### src/ttb_pkg.sv
// Shared constants, command types and index helpers for the text terminal buffer.
`default_nettype none

package ttb_pkg;

    // Grid geometry.
    localparam int COLS   = 53;
    localparam int ROWS   = 24;
    localparam int CELLS  = ROWS * COLS;
    localparam int ADDR_W = $clog2(CELLS);
    localparam int CNT_W  = $clog2(CELLS + 1);
    localparam int SRC_W  = ADDR_W + 1;

    // Field widths.
    localparam int OP_W    = 3;
    localparam int CHAR_W  = 8;
    localparam int AMT_W   = 8;
    localparam int COLOR_W = 4;
    localparam int COL_W   = 6;
    localparam int ROW_W   = 5;
    localparam int GLYPH_W = 7;
    localparam int ATTR_W  = 8;
    localparam int CELL_W  = GLYPH_W + ATTR_W;
    localparam int IDX_W   = ROW_W + COL_W + 1;

    // Command queue depth between the front and back ends.
    localparam int QDEPTH = 2;
    localparam int QP_W   = (QDEPTH > 1) ? $clog2(QDEPTH) : 1;
    localparam int QC_W   = $clog2(QDEPTH + 1);

    // Configuration register indexes.
    localparam logic CFG_FG = 1'b0;
    localparam logic CFG_BG = 1'b1;

    // Operation codes.
    localparam logic [OP_W-1:0] OP_PUT     = OP_W'(0);
    localparam logic [OP_W-1:0] OP_CLEAR   = OP_W'(1);
    localparam logic [OP_W-1:0] OP_SCROLL  = OP_W'(2);
    localparam logic [OP_W-1:0] OP_SET_CUR = OP_W'(3);
    localparam logic [OP_W-1:0] OP_READ    = OP_W'(4);

    // Character codes with special handling.
    localparam logic [CHAR_W-1:0] CHAR_NL    = CHAR_W'(10);
    localparam logic [CHAR_W-1:0] CHAR_FIRST = CHAR_W'(32);
    localparam logic [CHAR_W-1:0] CHAR_LAST  = CHAR_W'(127);

    // Classified command kinds.
    typedef enum logic [3:0] {
        K_NOP,
        K_PRINT,
        K_NEWLINE,
        K_PUT_NONE,
        K_CLEAR,
        K_SCROLL_UP,
        K_SCROLL_DN,
        K_SET_CUR,
        K_READ
    } kind_t;

    // One classified command as it travels from the front to the back end.
    typedef struct packed {
        kind_t               kind;
        logic [CELL_W-1:0]   cell_bits;
        logic [ADDR_W-1:0]   off;
        logic [ADDR_W-1:0]   addr;
        logic [COL_W-1:0]    col;
        logic [ROW_W-1:0]    row;
    } cmd_t;

    // Linear cell index of a row and column.
    function automatic logic [ADDR_W-1:0] cell_index(input logic [ROW_W-1:0] r,
                                                      input logic [COL_W-1:0] c);
        logic [IDX_W-1:0] p;
        p = IDX_W'(r) * IDX_W'(COLS) + IDX_W'(c);
        return p[ADDR_W-1:0];
    endfunction

endpackage

`default_nettype wire

### src/ttb_front.sv
// Front end: accepts input transfers and classifies them into commands.
`default_nettype none

module ttb_front
    import ttb_pkg::*;
(
    input  wire                 aclk,
    input  wire                 aresetn,
    input  wire                 s_valid,
    output logic                s_ready,
    input  wire  [OP_W-1:0]     s_op,
    input  wire  [CHAR_W-1:0]   s_char_code,
    input  wire  [AMT_W-1:0]    s_scroll_amount,
    input  wire  [COLOR_W-1:0]  s_clear_color,
    input  wire  [COL_W-1:0]    s_col,
    input  wire  [ROW_W-1:0]    s_row,
    input  wire  [COLOR_W-1:0]  fore_color,
    input  wire  [COLOR_W-1:0]  back_color,
    input  wire                 init_busy,
    output logic                cmd_valid,
    output cmd_t                cmd,
    input  wire                 cmd_ready
);

    logic              valid_reg;
    logic              valid_next;
    cmd_t              cmd_reg;
    cmd_t              dec;
    logic [AMT_W-1:0]  mag;
    logic [ROW_W-1:0]  rows_sat;
    logic [CHAR_W-1:0] glyph_full;
    logic              accept;

    // Decode the incoming item.
    always_comb begin
        dec        = '0;
        dec.kind   = K_NOP;
        mag        = s_scroll_amount[AMT_W-1] ? (~s_scroll_amount + AMT_W'(1))
                                              : s_scroll_amount;
        rows_sat   = (mag > AMT_W'(ROWS)) ? ROW_W'(ROWS) : mag[ROW_W-1:0];
        glyph_full = s_char_code - CHAR_FIRST;

        case (s_op)
            OP_PUT: begin
                if (s_char_code == CHAR_NL) begin
                    dec.kind = K_NEWLINE;
                end else if (s_char_code inside {[CHAR_FIRST:CHAR_LAST]}) begin
                    dec.kind = K_PRINT;
                end else begin
                    dec.kind = K_PUT_NONE;
                end
                dec.cell_bits = {glyph_full[GLYPH_W-1:0], fore_color, back_color};
            end
            OP_CLEAR: begin
                dec.kind      = K_CLEAR;
                dec.cell_bits = CELL_W'(s_clear_color);
            end
            OP_SCROLL: begin
                if (s_scroll_amount == '0) begin
                    dec.kind = K_NOP;
                end else if (s_scroll_amount[AMT_W-1]) begin
                    dec.kind = K_SCROLL_DN;
                end else begin
                    dec.kind = K_SCROLL_UP;
                end
                dec.off = cell_index(rows_sat, '0);
            end
            OP_SET_CUR: begin
                dec.kind = K_SET_CUR;
                dec.col  = (s_col < COL_W'(COLS)) ? s_col : COL_W'(COLS - 1);
                dec.row  = (s_row < ROW_W'(ROWS)) ? s_row : ROW_W'(ROWS);
            end
            OP_READ: begin
                if (s_col < COL_W'(COLS) && s_row < ROW_W'(ROWS)) begin
                    dec.kind = K_READ;
                end
                dec.addr = cell_index(s_row, s_col);
            end
            default: begin
                dec.kind = K_NOP;
            end
        endcase
    end

    // Single holding stage in front of the queue.
    assign s_ready   = (!valid_reg || cmd_ready) && !init_busy;
    assign accept    = s_valid && s_ready;
    assign cmd_valid = valid_reg;
    assign cmd       = cmd_reg;

    always_comb begin
        valid_next = valid_reg;
        if (valid_reg && cmd_ready) begin
            valid_next = 1'b0;
        end
        if (accept) begin
            valid_next = 1'b1;
        end
    end

    always_ff @(posedge aclk) begin
        if (!aresetn) begin
            valid_reg <= 1'b0;
        end else begin
            valid_reg <= valid_next;
        end
        if (accept) begin
            cmd_reg <= dec;
        end
    end

endmodule

`default_nettype wire

### config.mk
export PLATFORM = sky130hd
export DESIGN_NAME = ttb_front
export DESIGN_NICKNAME = d
export VERILOG_FILES = /design/src/ttb_pkg.sv /design/src/ttb_front.sv
export SDC_FILE = /design/constraint.sdc
export NUM_CORES = 1
export LEC_CHECK = 0
export ABC_AREA = 1
export BUFFER_PORTS_ARGS = -buffer_cell sky130_fd_sc_hd__buf_2
export CAP_MARGIN = 20
export CORE_AREA = 3 3 91 93
export CTS_BUF_LIST = sky130_fd_sc_hd__clkbuf_4
export CTS_CLUSTER_SIZE = 20
export DETAILED_ROUTE_END_ITERATION = 8
export DIE_AREA = 0 0 94 96
export GPL_TIMING_DRIVEN = 0
export PLACE_DENSITY = 0.78
export SETUP_SLACK_MARGIN = 0.3
export SKIP_LAST_GASP = 1
export SLEW_MARGIN = 20
export SYNTH_ARGS = -nofsm -noshare
export SYNTH_HDL_FRONTEND = slang
export SYNTH_SLANG_ARGS = --single-unit
export TNS_END_PERCENT = 20
### constraint.sdc
create_clock -name aclk -period 5.3 [get_ports aclk]
set_clock_uncertainty 0.1 [all_clocks]
set_input_delay 1.06 -clock aclk [delete_from_list [all_inputs] [get_ports aclk]]
set_output_delay 1.06 -clock aclk [all_outputs]
set_load 0.01 [all_outputs]
==> impl_results.md <==
- Post-CTS setup buffer count: 0
- Slew HR: between 60 and 70%
- Layout net count: between 600 and 700
- Grt total ovfl: 0
- R2R Setup Slk: 3.53 ns
- MaxCap Viol Count: 0
- CTS Buf Count: 5
- Actual slew at the worst max-slew pin: 0.568 ns
- Synthesized cell area: roughly 0.0038 mm^2
- CTS tree: done
- R2R Path End: cmd[23]
- First-pass GRT wire length: 13300 um
- Warnings, synthesis: 0
- Net Switching: 364 uW
- Worst hold start: cmd_valid
- Yosys reg bits: 53
- Area delta synth->final: 19.5%
- Initial antenna violation count: 0
- Chip Height: approximately 96 um
- P_leak: 0.00230 uW
- Largest fanout on the critical path: 5
- Port-buffer cells: 100
- Total number of vias: between 3000 and 4000
- Clk_lat worst skew: about 0.36 ns
- Final setup fails: 0
- Status: complete, no violations
- Cell Int Power: ~680 uW
- Clock transition at path regs: 0.15 ns
- Largest register FFs: 52
- Syn Nets: a little over 500
- Routed WL per cell: around 13 um
- Netlist cell types: 34
- Worst Hold Slack: 0.579 ns
- Worst Path Required: 5.33 ns
- Min-delay worst type: flop to flop
- Total GRT Usage: between 15 and 20%
- Diode count: 0
- Post_cts resized: 0
- Post-synth EDFFs: 52
- CTS Hold Buffers Added: 0
- Fmax achieved: about 240 MHz
- Startpoint types: input pin
- Die area: ~0.009 mm^2
- R2r worst-path depth: 5
- TritonCTS Sinks: 53
- Sequential fraction of the synthesis area: 42.1%
- Worst-case clock buffer depth: 2
- Critical Path AT: between 4 and 5 ns
- Crit end category: flop
- Syn Inst Count: 413
- Layout cell share with drive strength beyond 1: 25.6%
- Commonest non-fill, non-tap cell in the layout: inv_1
- Clock Tree Root: clkbuf_4
- Seq pwr share: 47.0%
- Mean Syn Cell Area: 9.09 um^2
- Initial DRC count: roughly 110
- Initial Util: 49.3%
- Switch share: 34.7%
- Endpoint, Worst Hold: cmd_valid
- Post-synthesis async set-or-reset flop share: 0%
- RSZ-0062 raised after global routing: no
- Setup TNS Final: 0 ns
- Die outline width: around 94 um
- Ys flop type: edfxtp_1
- DR pass1 iterations: 4
- H-Tree Depth: 2
- GP Congestion: 0.889
- Kind of critical path: input pin to flop
- Largest net degree at the start of global routing: 18
- DRC viols: 0
- Pwr dens: 234 mW/mm^2
- Post-route ant nets: 0
- Commonest cells after routing, fill and taps aside: inv_1, buf_2, edfxtp_1, ha_1, nand2_1
- Vias in the first global route: 3056
- DP Cell Count: between 600 and 700
- Max-slew violation count: 0
- HPWL Detailed: 6590 um
- Core area: about 0.0076 mm^2
- Maximum VDD drop: 0.110 mV
- Part of the power in combinational logic: 36.0%
- Finished Layout Cells: around 630
- Hold Vio Cnt, Final: 0
- Crit share post-route: between 80% and 90%
- R2R Path Start: cmd_valid
- Site Rows: 32
- Clock group share of total power: 16.9%
- Top Ports: 101
- Vias per cell: 4.89
- Final min period: between 4 and 5 ns
- Hold Path Cell Cnt: 4
- Drt total wl: 7830 um
how the worst max path moves through the flow:
stage,endpoint,depth (start not counted),slack [ns],from
CTS,cmd[30],22,1.07,s_scroll_amount[0]
global placement,cmd[24],3,0.69,cmd_ready
detailed placement,cmd[30],22,0.67,s_scroll_amount[0]
floorplan,cmd[30],21,1.08,s_scroll_amount[0]
global route,cmd[30],25,0.68,s_scroll_amount[0]
finish,cmd[30],22,1.05,s_scroll_amount[0]
power by group through the flow:
stage	clock (uW)	sequential, uW	combinational [uW]
2_1_floorplan	0	518	250
3_3_place_gp	0	504	359
3_5_place_dp	0	503	376
4_1_cts	185	493	378
5_1_grt	202	495	443
6_report	177	493	378
Yosys cell counts (2+ instances only):
cell type | number | area share (%)
nand2_1 | 47 | 4.7
edfxtp_1 | 52 | 42
inv_2 | 3 | 0.30
a31oi_1 | 3 | 0.50
o21ai_0 | 21 | 2.8
nor2_1 | 40 | 4.0
o21ai_2 | 2 | 0.47
nor3_1 | 4 | 0.53
nor3b_1 | 2 | 0.40
inv_1 | 105 | 11
ha_1 | 48 | 16
nor2_2 | 5 | 0.83
nand3_2 | 2 | 0.53
fa_1 | 9 | 4.8
nand3_1 | 22 | 2.9
nand4_1 | 8 | 1.3
nand2_2 | 4 | 0.67
a21oi_1 | 20 | 2.7
through the flow:
step | utilization, % | total power, uW | instance area (um^2) | setup WS [ns]
after CTS | 59.0 | 1060 | 4490 | 1.07
after floorplan | - | 768 | 3760 | 1.08
after global routing | 59.0 | 1140 | 4490 | 0.683
after detailed placement | 58.2 | 879 | 4430 | 0.665
final | 59.0 | 1050 | 4490 | 1.05
after global placement | 57.7 | 863 | 4390 | 0.688
critical path: stages:
cell	delay, ns
buf_2	0.15
inv_1	0.07
ha_1	0.30
o21ai_2	0.22
nand3_1	0.15
nand3_4	0.14
nand2_4	0.08
nor2_1	0.09
ha_1	0.17
inv_1	0.05
fa_1	0.48
inv_1	0.04
ha_1	0.27
ha_1	0.36
nand3_1	0.11
nand2_1	0.10
nand2_1	0.07
nand2_1	0.05
a21oi_1	0.16
nand2_1	0.07
nand2_1	0.06
nor2_1	0.04
area by class of cell:
class                           count  area (um^2)
Sequential cell                    53         1580
Buffer                              2         15.0
Fill cell                         663         3120
Multi-Input combinational cell    250         1760
Tap cell                          102          128
Timing Repair Buffer              103          538
Inverter                          108          405
Clock inverter                      2         10.0
Clock buffer                        6         45.0
layer usage:
metal,global-route usage [%],routed length (um),vias to the layer above
met5,0,0,-
met3,2.66,418,6
met2,33.9,4060,83
met4,4.81,95,0
li1,-,-,1560
met1,22.3,3260,1415
logic make-up (layout without fill, tap and decap cells):
family / Yosys count / after routing / synth area share (%)
simple gates: 141 / 141 / 18.2
buf+inv: 110 / 221 / 11.2
fa+ha+maj: 57 / 57 / 20.8
flops: 53 / 53 / 42.1
compound gates: 50 / 50 / 7.23
xor+xnor: 2 / 2 / 0.467
Power figures use the tool's default switching activity.
