## src/ttb_pkg.sv

```systemverilog
// Shared constants, command types and index helpers for the text terminal buffer.
`default_nettype none

package ttb_pkg;

    // Grid geometry.
    localparam int COLS   = 53;
    localparam int ROWS   = 24;
    localparam int CELLS  = ROWS * COLS;
    localparam int ADDR_W = $clog2(CELLS);
    localparam int CNT_W  = $clog2(CELLS + 1);
    localparam int SRC_W  = ADDR_W + 1;

    // Field widths.
    localparam int OP_W    = 3;
    localparam int CHAR_W  = 8;
    localparam int AMT_W   = 8;
    localparam int COLOR_W = 4;
    localparam int COL_W   = 6;
    localparam int ROW_W   = 5;
    localparam int GLYPH_W = 7;
    localparam int ATTR_W  = 8;
    localparam int CELL_W  = GLYPH_W + ATTR_W;
    localparam int IDX_W   = ROW_W + COL_W + 1;

    // Command queue depth between the front and back ends.
    localparam int QDEPTH = 2;
    localparam int QP_W   = (QDEPTH > 1) ? $clog2(QDEPTH) : 1;
    localparam int QC_W   = $clog2(QDEPTH + 1);

    // Configuration register indexes.
    localparam logic CFG_FG = 1'b0;
    localparam logic CFG_BG = 1'b1;

    // Operation codes.
    localparam logic [OP_W-1:0] OP_PUT     = OP_W'(0);
    localparam logic [OP_W-1:0] OP_CLEAR   = OP_W'(1);
    localparam logic [OP_W-1:0] OP_SCROLL  = OP_W'(2);
    localparam logic [OP_W-1:0] OP_SET_CUR = OP_W'(3);
    localparam logic [OP_W-1:0] OP_READ    = OP_W'(4);

    // Character codes with special handling.
    localparam logic [CHAR_W-1:0] CHAR_NL    = CHAR_W'(10);
    localparam logic [CHAR_W-1:0] CHAR_FIRST = CHAR_W'(32);
    localparam logic [CHAR_W-1:0] CHAR_LAST  = CHAR_W'(127);

    // Classified command kinds.
    typedef enum logic [3:0] {
        K_NOP,
        K_PRINT,
        K_NEWLINE,
        K_PUT_NONE,
        K_CLEAR,
        K_SCROLL_UP,
        K_SCROLL_DN,
        K_SET_CUR,
        K_READ
    } kind_t;

    // One classified command as it travels from the front to the back end.
    typedef struct packed {
        kind_t               kind;
        logic [CELL_W-1:0]   cell_bits;
        logic [ADDR_W-1:0]   off;
        logic [ADDR_W-1:0]   addr;
        logic [COL_W-1:0]    col;
        logic [ROW_W-1:0]    row;
    } cmd_t;

    // Linear cell index of a row and column.
    function automatic logic [ADDR_W-1:0] cell_index(input logic [ROW_W-1:0] r,
                                                      input logic [COL_W-1:0] c);
        logic [IDX_W-1:0] p;
        p = IDX_W'(r) * IDX_W'(COLS) + IDX_W'(c);
        return p[ADDR_W-1:0];
    endfunction

endpackage

`default_nettype wire

```

## src/ttb_queue.sv

```systemverilog
// Short command queue between the front and back ends.
`default_nettype none

module ttb_queue
    import ttb_pkg::*;
(
    input  wire         aclk,
    input  wire         aresetn,
    input  wire         push_valid,
    output logic        push_ready,
    input  wire cmd_t   push_cmd,
    output logic        pop_valid,
    output cmd_t        pop_cmd,
    input  wire         pop
);

    cmd_t              entry_reg [QDEPTH];
    logic [QP_W-1:0]   wr_ptr_reg;
    logic [QP_W-1:0]   wr_ptr_next;
    logic [QP_W-1:0]   rd_ptr_reg;
    logic [QP_W-1:0]   rd_ptr_next;
    logic [QC_W-1:0]   count_reg;
    logic [QC_W-1:0]   count_next;
    logic              do_push;
    logic              do_pop;

    assign push_ready = (count_reg != QC_W'(QDEPTH));
    assign pop_valid  = (count_reg != '0);
    assign pop_cmd    = entry_reg[rd_ptr_reg];
    assign do_push    = push_valid && push_ready;
    assign do_pop     = pop && pop_valid;

    // Pointer and fill count update.
    always_comb begin
        wr_ptr_next = wr_ptr_reg;
        rd_ptr_next = rd_ptr_reg;
        count_next  = count_reg;
        if (do_push) begin
            wr_ptr_next = (wr_ptr_reg == QP_W'(QDEPTH - 1)) ? '0 : wr_ptr_reg + QP_W'(1);
        end
        if (do_pop) begin
            rd_ptr_next = (rd_ptr_reg == QP_W'(QDEPTH - 1)) ? '0 : rd_ptr_reg + QP_W'(1);
        end
        if (do_push && !do_pop) begin
            count_next = count_reg + QC_W'(1);
        end else if (do_pop && !do_push) begin
            count_next = count_reg - QC_W'(1);
        end
    end

    always_ff @(posedge aclk) begin
        if (!aresetn) begin
            wr_ptr_reg <= '0;
            rd_ptr_reg <= '0;
            count_reg  <= '0;
        end else begin
            wr_ptr_reg <= wr_ptr_next;
            rd_ptr_reg <= rd_ptr_next;
            count_reg  <= count_next;
        end
        if (do_push) begin
            entry_reg[wr_ptr_reg] <= push_cmd;
        end
    end

endmodule

`default_nettype wire

```

## config.mk

```make
export PLATFORM = sky130hd
export DESIGN_NAME = ttb_queue
export DESIGN_NICKNAME = d
export VERILOG_FILES = /design/src/ttb_pkg.sv /design/src/ttb_queue.sv
export SDC_FILE = /design/constraint.sdc
export NUM_CORES = 1
export LEC_CHECK = 0
export BUFFER_PORTS_ARGS = -buffer_cell sky130_fd_sc_hd__buf_2
export CAP_MARGIN = 15
export CORE_ASPECT_RATIO = 0.6
export CORE_MARGIN = 5
export CORE_UTILIZATION = 49
export DETAILED_ROUTE_END_ITERATION = 6
export PLACE_DENSITY = 0.86
export SLEW_MARGIN = 10
export SYNTH_ARGS = -nofsm -noshare
export SYNTH_HDL_FRONTEND = slang
export SYNTH_SLANG_ARGS = --single-unit
```

## constraint.sdc

```tcl
create_clock -name aclk -period 2.95 [get_ports aclk]
set_input_delay 0.59 -clock aclk [delete_from_list [all_inputs] [get_ports aclk]]
set_output_delay 0.59 -clock aclk [all_outputs]
set_load 0.01 [all_outputs]
```

==> results.cfg, run 1 <==
[clocking]
root_buffer = clkbuf_16
cts_tree = yes
htree_levels = 3
cts_buffer_depth = 2
cts_buffers = 9
numClockSinks = 109
clkTransAtPathRegs_ns = 0.07
worst_skew_pair.late_latency_ns = 0.34
cts_setup_buffers = 0
cts_hold_buf = 0
cts_resized = 0

[route]
drc = 0
drtIter0Drc = 78
vias_per_cell = 4.88
ant_nets = 0
drt_wl_total_mm = 6.93
route.vias.total = 2038
drtPass1Iterations = 4
wl_per_cell_um = 16.6

[pwr]
power.internal_w = 0.00311
pwr-share-clk = 0.278
switching_share = 0.262
power_frac_seq = 0.480
power.leakage_nw = 1.87
total_power_w = 0.00422
comb_power_share = 0.242
max-vdd-ir-drop_uv = 464
powerDensity_nw_per_um2 = 844
power.switching_w = 0.00111

[setup_path]
cp.required_ns = 2.36
worstSetupStartpointType = flip-flop
worstPathArrival_ns = 1.76
reg2reg_slack_ns = 1.22
end_kind = primary output
cp_max_fo = 19
path_class = reg2out
r2r-start = count_reg[0]$_SDFFE_PN0P_

[global_routing]
globalRoute.totalOverflow = 0
grt_pass1_vias = 2225
grt_pass1_wl_mm = 11.1
groute.usage.overall = 0.147
grt_max_degree = 31
antenna_found_initial = 0

[synthesis]
muxShareOfSynthArea = 0.147
synth-xor-area-share = 0.00658
synthArstFlopShare = 0
ys_warn_count = 0
synth_nets = 243
synth_top_family_by_area = multiplexers
syn_area_um2 = 3990
ys_seq_elements = 109
yosys.area_share.adder = 0.00313
synth_top_area_frac = 0.782
synthFlopType = edfxtp_1
yosys-top-cells-count = edfxtp_1, mux2_2, buf_4, dfxtp_1, and2_1
netlist_instances = 186
yosysUniqueCellTypes = 20
yosysTopAreaCell = edfxtp_1
synth_edf_count = 104
yosysSeqAreaShare = 0.807
synthMostInstantiatedCell = edfxtp_1
synthSimpleGateAreaFrac = 0.0163
netlist_top_cells_area = edfxtp_1, mux2_2, dfxtp_1
syn_area_per_cell_um2 = 21.5
synth_compound_area_frac = 0.00877

[sta]
skew_ns = 0.00499
fmax_mhz = 426
fin_crit_sh = 0.796
rsz0062_at_grt = no
maxSlewViolCount = 0
relSlewSlack = 0.650
fin_setup_tns_ns = 0
setup_viol = 0
worst_pin_slew_ns = 0.524
fin_crit_ns = 2.35
hold_viol = 0

[finish]
regArea_um2 = 3220
nets = 362
largest_reg_flops = 104
fill_cells = 563
drive_above_1_share = 0.603
n_antenna_cell = 0
multi_input_area_um2 = 726
area_growth_pct = 25.1

[floorplan]
initial_utilization = 0.505
dieArea_um2 = 10100
core_region_area_um2 = 7910
die_x_um = 127
die_h_um = 79.9
io_pins = 110
rows = 25

[placement]
io_buffers = 109
dp_hpwl_mm = 4.83
gp_congestion = 0.735

[min_path]
hp-start = push_cmd[32]
hp-class = in2reg

[job]
maxCapViolCount = 0

[status]
status = completed
[kinds of logic after synthesis]
kind of cell / Yosys count
AO/OA/AOI/OAI: 5
XOR/XNOR: 3
adder cells (fa/ha/maj): 1
buffers and inverters: 7
flip-flops: 109
AND/OR/NAND/NOR: 9
multiplexers: 52
[power groups by stage]
stage                     logic (W)  registers (W)  clock network [W]
after detailed placement    0.00103        0.00206                  0
after floorplan            0.000685        0.00201                  0
after CTS                   0.00104        0.00203            0.00120
after global placement      0.00101        0.00205                  0
final                       0.00102        0.00203            0.00117
after global routing        0.00112        0.00204            0.00129
[cell type report]
cell class | count | share of cell area
Timing Repair Buffer | 114 | 0.122
Clock inverter | 7 | 0.0148
Inverter | 1 | 0.000751
Tap cell | 108 | 0.0270
Clock buffer | 9 | 0.0451
Sequential cell | 109 | 0.645
Multi-Input combinational cell | 70 | 0.145
[critical path, stage by stage (launching register included)]
cell     delay (ns)
dfxtp_2        0.62
buf_4          0.30
mux2_2         0.36
buf_2          0.14
[through the flow]
step / instance area [um^2] / hold WS (ns) / worst slack (ns) / instances / utilization
floorplan: 3990 / 0.512 / 0.661 / 186 / -
global placement: 4700 / 0.536 / 0.978 / 402 / 0.594
detailed placement: 4700 / 0.541 / 0.946 / 402 / 0.594
CTS: 5000 / 0.422 / 0.569 / 418 / 0.631
global route: 5000 / 0.413 / 0.513 / 418 / 0.631
finish: 5000 / 0.436 / 0.603 / 418 / 0.631
[per-layer routing]
metal  global-route usage  part of all wire
met2                0.235              0.46
met1                0.183              0.42
met5                    0                 0
met4               0.0514             0.013
met3               0.0595              0.11
[final timing paths]
| kind | end | cells past startpoint |
|---|---|---|
| worst min-delay path | entry_reg[1][32]$_DFFE_PP_ | 1 |
| worst min register to register | count_reg[1]$_SDFFE_PN0P_ | 2 |
| worst max register to register | entry_reg[0][9]$_DFFE_PP_ | 4 |
| worst max-delay path | pop_cmd[11] | 3 |
[cell usage in the layout, fill, tap and decap left out, drive strengths merged]
cell	Yosys	layout
a21bo	1	1
a21boi	2	2
and2	4	4
and3	1	1
buf	6	114
bufinv	0	1
clkbuf	0	9
clkinv	0	4
dfxtp	5	5
edfxtp	104	104
ha	1	1
inv	1	3
mux2	52	52
nand2b	1	1
nand3b	1	1
o21ai	2	2
or2	1	1
or3	1	1
xnor2	2	2
xor2	1	1
(Power assumes the default switching activity.)
==> inputs of run 2 (changes only) <==
--- a/config.mk
+++ b/config.mk
@@ -9,9 +9,9 @@
 export CAP_MARGIN = 15
 export CORE_ASPECT_RATIO = 0.6
 export CORE_MARGIN = 5
-export CORE_UTILIZATION = 49
+export CORE_UTILIZATION = 46
 export DETAILED_ROUTE_END_ITERATION = 6
-export PLACE_DENSITY = 0.86
+export PLACE_DENSITY = 0.85
 export SLEW_MARGIN = 10
 export SYNTH_ARGS = -nofsm -noshare
 export SYNTH_HDL_FRONTEND = slang
==> constraint.sdc (replaced) <==
create_clock -name aclk -period 2 [get_ports aclk]
set_input_delay 0.4 -clock aclk [delete_from_list [all_inputs] [get_ports aclk]]
set_output_delay 0.4 -clock aclk [all_outputs]
set_load 0.01 [all_outputs]
==> results.cfg, run 2 (synthesis gave the netlist of run 1 again) <==
[pwr]
powerDensity_nw_per_um2 = 1220
max-vdd-ir-drop_uv = 750
power.leakage_nw = 1.85
total_power_w = 0.00610

[floorplan]
io_pins = 110
dieArea_um2 = 10700
rows = 26
die_h_um = 82.2
core_region_area_um2 = 8490
die_x_um = 130
initial_utilization = 0.470

[finish]
n_antenna_cell = 0
drive_above_1_share = 0.598
largest_reg_flops = 104
nets = 363
fin_cells = 423
mostFrequentLayoutCells = buf_2, edfxtp_1, mux2_2, clkbuf_16
utilization = 0.587
fill_cells = 675
mostFrequentLayoutCell = buf_2
area_growth_pct = 24.8

[sta]
fin_crit_sh = 0.930
fin_setup_tns_ns = 0
maxSlewViolCount = 0
setup_viol = 0
fin_crit_ns = 1.86
skew_ns = 0.00379
rsz0062_at_grt = no
relSlewSlack = 0.753
setup_slack_ns = 0.141
fmax_mhz = 538
worst_pin_slew_ns = 0.371
hold_viol = 0

[clocking]
htree_levels = 3
clkTransAtPathRegs_ns = 0.07
cts_hold_buf = 0
numClockSinks = 109
cts_setup_buffers = 0
cts_tree = yes
cts_buffers = 9
root_buffer = clkbuf_16
worst_skew_pair.late_latency_ns = 0.34
cts_buffer_depth = 2

[placement]
dp_cells = 407
dp_hpwl_mm = 4.91
dp_slack_ns = 0.421
gp_congestion = 0.793
io_buffers = 109

[setup_path]
worstPathArrival_ns = 1.46
cp_max_fo = 23
path_class = reg2out
slowest_stage = mux2_2
crit_chain = buf_6, mux2_2, buf_2
slowest_delay_ns = 0.37
end_kind = primary output
worstSetupStartpointType = flip-flop
cp.required_ns = 1.60

[route]
vias_per_cell = 4.90
wl_per_cell_um = 17.0
drt_wl_total_mm = 7.19
drtIter0Drc = 105
drtPass1Iterations = 4
route.vias.total = 2071
ant_nets = 0
drc = 0

[global_routing]
grt_pass1_vias = 2202
globalRoute.totalOverflow = 0
antenna_found_initial = 0
grt_pass1_wl_mm = 10.9
groute.usage.overall = 0.141
grt_max_degree = 30

[min_path]
hp-class = in2reg

[job]
maxCapViolCount = 0

[status]
status = completed
## run 2: changes by cell type in the layout (fill, tap and decap cells not counted), sizes merged
cell	previous run	this run
clkbuf	9	10
clkinvlp	0	3
inv	3	0
buf	114	115
bufinv	1	0
## run 2: where the power goes
part	leakage, nW	internal [W]	switching [W]
Clock	0.124	0.000840	0.000743
Sequential	1.01	0.00285	0.0000955
Combinational	0.713	0.000772	0.000794
Total	1.85	0.00447	0.00163
## run 2: path summary, 6_finish.rpt
path / from / to / slack [ns] / depth (start not counted)
worst min-delay path: push_cmd[14] / entry_reg[1][14]$_DFFE_PP_ / 0.25 / 1
worst max register to register: count_reg[0]$_SDFFE_PN0P_ / count_reg[1]$_SDFFE_PN0P_ / 0.42 / 5
worst max-delay path: flip-flop / pop_cmd[21] / 0.14 / 3
worst min register to register: count_reg[1]$_SDFFE_PN0P_ / count_reg[1]$_SDFFE_PN0P_ / 0.56 / 2
## run 2: what timing repair did
item                                    in CTS  in global routing
gates resized for setup                      0                  1
hold endpoints to repair                     0                  0
endpoints found under the setup margin       0                  1
## run 2: layout make-up
cell class                      instances  area (um^2)  area share
Tap cell                              112          140      0.0281
Clock buffer                           10          229      0.0459
Timing Repair Buffer                  115          619       0.124
Multi-Input combinational cell         70          726       0.146
Clock inverter                          6         40.0     0.00803
Sequential cell                       109         3220       0.647
Inverter                                1         7.51     0.00151
## run 2: routing by layer
| metal | wire (um) | vias to the layer above | share of wire | GRT usage |
|---|---|---|---|---|
| met1 | 3040 | 1005 | 0.42 | 0.169 |
| met3 | 783 | 9 | 0.11 | 0.0649 |
| met2 | 3270 | 93 | 0.45 | 0.230 |
| met4 | 95 | 0 | 0.013 | 0.0498 |
| li1 | - | 964 | - | - |
| met5 | 0 | - | 0 | 0 |
## run 2: critical path, delay by kind of cell (launching register included)
| family | cells | cell delay [ns] |
|---|---|---|
| muxes | 1 | 0.37 |
| DFF | 1 | 0.36 |
| buffers and inverters | 2 | 0.38 |
## run 2: metrics by stage
step | hold WS, ns | cell area, um^2
final | 0.246 | 4990
after detailed placement | 0.546 | 4710
after floorplan | 0.499 | 4000
after global placement | 0.537 | 4710
after CTS | 0.230 | 4980
after global routing | 0.225 | 4990
==> inputs of run 3 (changes only) <==
--- a/config.mk
+++ b/config.mk
@@ -10,6 +10,7 @@
 export CORE_ASPECT_RATIO = 0.6
 export CORE_MARGIN = 5
 export CORE_UTILIZATION = 46
+export CTS_CLUSTER_SIZE = 10
 export DETAILED_ROUTE_END_ITERATION = 6
 export PLACE_DENSITY = 0.85
 export SLEW_MARGIN = 10
==> constraint.sdc (replaced) <==
create_clock -name aclk -period 2 [get_ports aclk]
set_input_delay 0.4 -clock aclk [delete_from_list [all_inputs] [get_ports aclk]]
set_output_delay 0.4 -clock aclk [all_outputs]
set_load 0.02 [all_outputs]
==> results.cfg, run 3 (synthesis gave the netlist of run 1 again) <==
[global_routing]
grt_pass1_wl_mm = 11.0
antenna_found_initial = 0
groute.usage.overall = 0.141
grt_max_degree = 30
globalRoute.totalOverflow = 0
grt_pass1_vias = 2204

[clocking]
numClockSinks = 109
htree_levels = 3
worst_skew_pair.late_latency_ns = 0.34
clkTransAtPathRegs_ns = 0.07
cts_tree = yes
root_buffer = clkbuf_16
cts_hold_buf = 0
cts_buffers = 9
cts_buffer_depth = 2

[pwr]
max-vdd-ir-drop_uv = 739
power.leakage_nw = 1.87
powerDensity_nw_per_um2 = 1310

[sta]
rsz0062_at_grt = no
fmax_mhz = 530
fin_setup_tns_ns = 0
fin_crit_sh = 0.944
hold_viol = 0
setup_viol = 0
fin_crit_ns = 1.89
maxSlewViolCount = 0
worst_pin_slew_ns = 0.379
relSlewSlack = 0.747
skew_ns = 0.00359
setup_slack_ns = 0.113

[placement]
dp_cells = 407
dp_slack_ns = 0.401
dp_hpwl_mm = 4.85
gp_congestion = 0.798
io_buffers = 109

[route]
ant_nets = 0
drtPass1Iterations = 4
drc = 0
vias_per_cell = 4.82
wl_per_cell_um = 16.8
drtIter0Drc = 100
route.vias.total = 2028
drt_wl_total_mm = 7.05

[floorplan]
io_pins = 110
core_region_area_um2 = 8490
die_h_um = 82.2
dieArea_um2 = 10700
rows = 26
initial_utilization = 0.470
die_x_um = 130

[finish]
mostFrequentLayoutCell = buf_2
area_growth_pct = 25.7
utilization = 0.591
largest_reg_flops = 104
mostFrequentLayoutCells = buf_2, edfxtp_1, mux2_2, clkbuf_16
n_antenna_cell = 0
fin_cells = 421
nets = 363
drive_above_1_share = 0.602

[min_path]
hp-class = in2reg

[setup_path]
worstPathArrival_ns = 1.49
cp.required_ns = 1.60
worstSetupStartpointType = flip-flop
end_kind = primary output
cp_max_fo = 23
path_class = reg2out

[job]
maxCapViolCount = 0

[status]
status = completed
run 3: final cells by class:
class | count | area (um^2)
tap | 112 | 140
inverter | 1 | 7.51
sequential | 109 | 3220
timing repair buffer | 115 | 619
multi-input combinational | 70 | 726
fill | 656 | 3470
clock buffer | 10 | 229
clock inverter | 4 | 75.1
run 3: worst max-delay path: stages (launching register included):
cell and delay (ns):
dfxtp_2 0.36, buf_6 0.25, mux2_2 0.38, buf_2 0.17
run 3: metal layers:
metal / vias to the layer above / track usage / part of all wire
met2: 86 / 0.227 / 0.45
met1: 964 / 0.170 / 0.43
met3: 11 / 0.0636 / 0.10
met4: 0 / 0.0498 / 0.013
li1: 967 / - / -
met5: - / 0 / 0
run 3: final timing paths:
kind,endpoint,start,cells past startpoint,slack (ns)
worst min-delay path,entry_reg[1][30]$_DFFE_PP_,push_cmd[30],1,0.25
worst max register to register,count_reg[1]$_SDFFE_PN0P_,count_reg[0]$_SDFFE_PN0P_,5,0.43
worst min register to register,count_reg[1]$_SDFFE_PN0P_,count_reg[1]$_SDFFE_PN0P_,2,0.56
worst max-delay path,pop_cmd[24],flip-flop,3,0.11
run 3: per-stage QoR:
step / instance area [um^2] / total power, W / hold slack (ns)
2_1_floorplan: 4000 / 0.00425 / 0.499
5_1_grt: 5020 / 0.00689 / 0.226
3_3_place_gp: 4710 / 0.00480 / 0.534
4_1_cts: 5020 / 0.00665 / 0.231
6_report: 5020 / 0.00657 / 0.247
3_5_place_dp: 4710 / 0.00484 / 0.555
run 3: repair_timing:
action,in CTS,in global routing
endpoints found under the hold margin,0,0
resized for setup,0,1
buffers inserted,0,0
setup endpoints to repair,0,19
run 3: power breakdown:
| group | switching [W] | total, W | internal (W) |
|---|---|---|---|
| Sequential | 0.0000917 | 0.00295 | 0.00285 |
| Combinational | 0.00105 | 0.00183 | 0.000775 |
| Clock | 0.000716 | 0.00180 | 0.00108 |
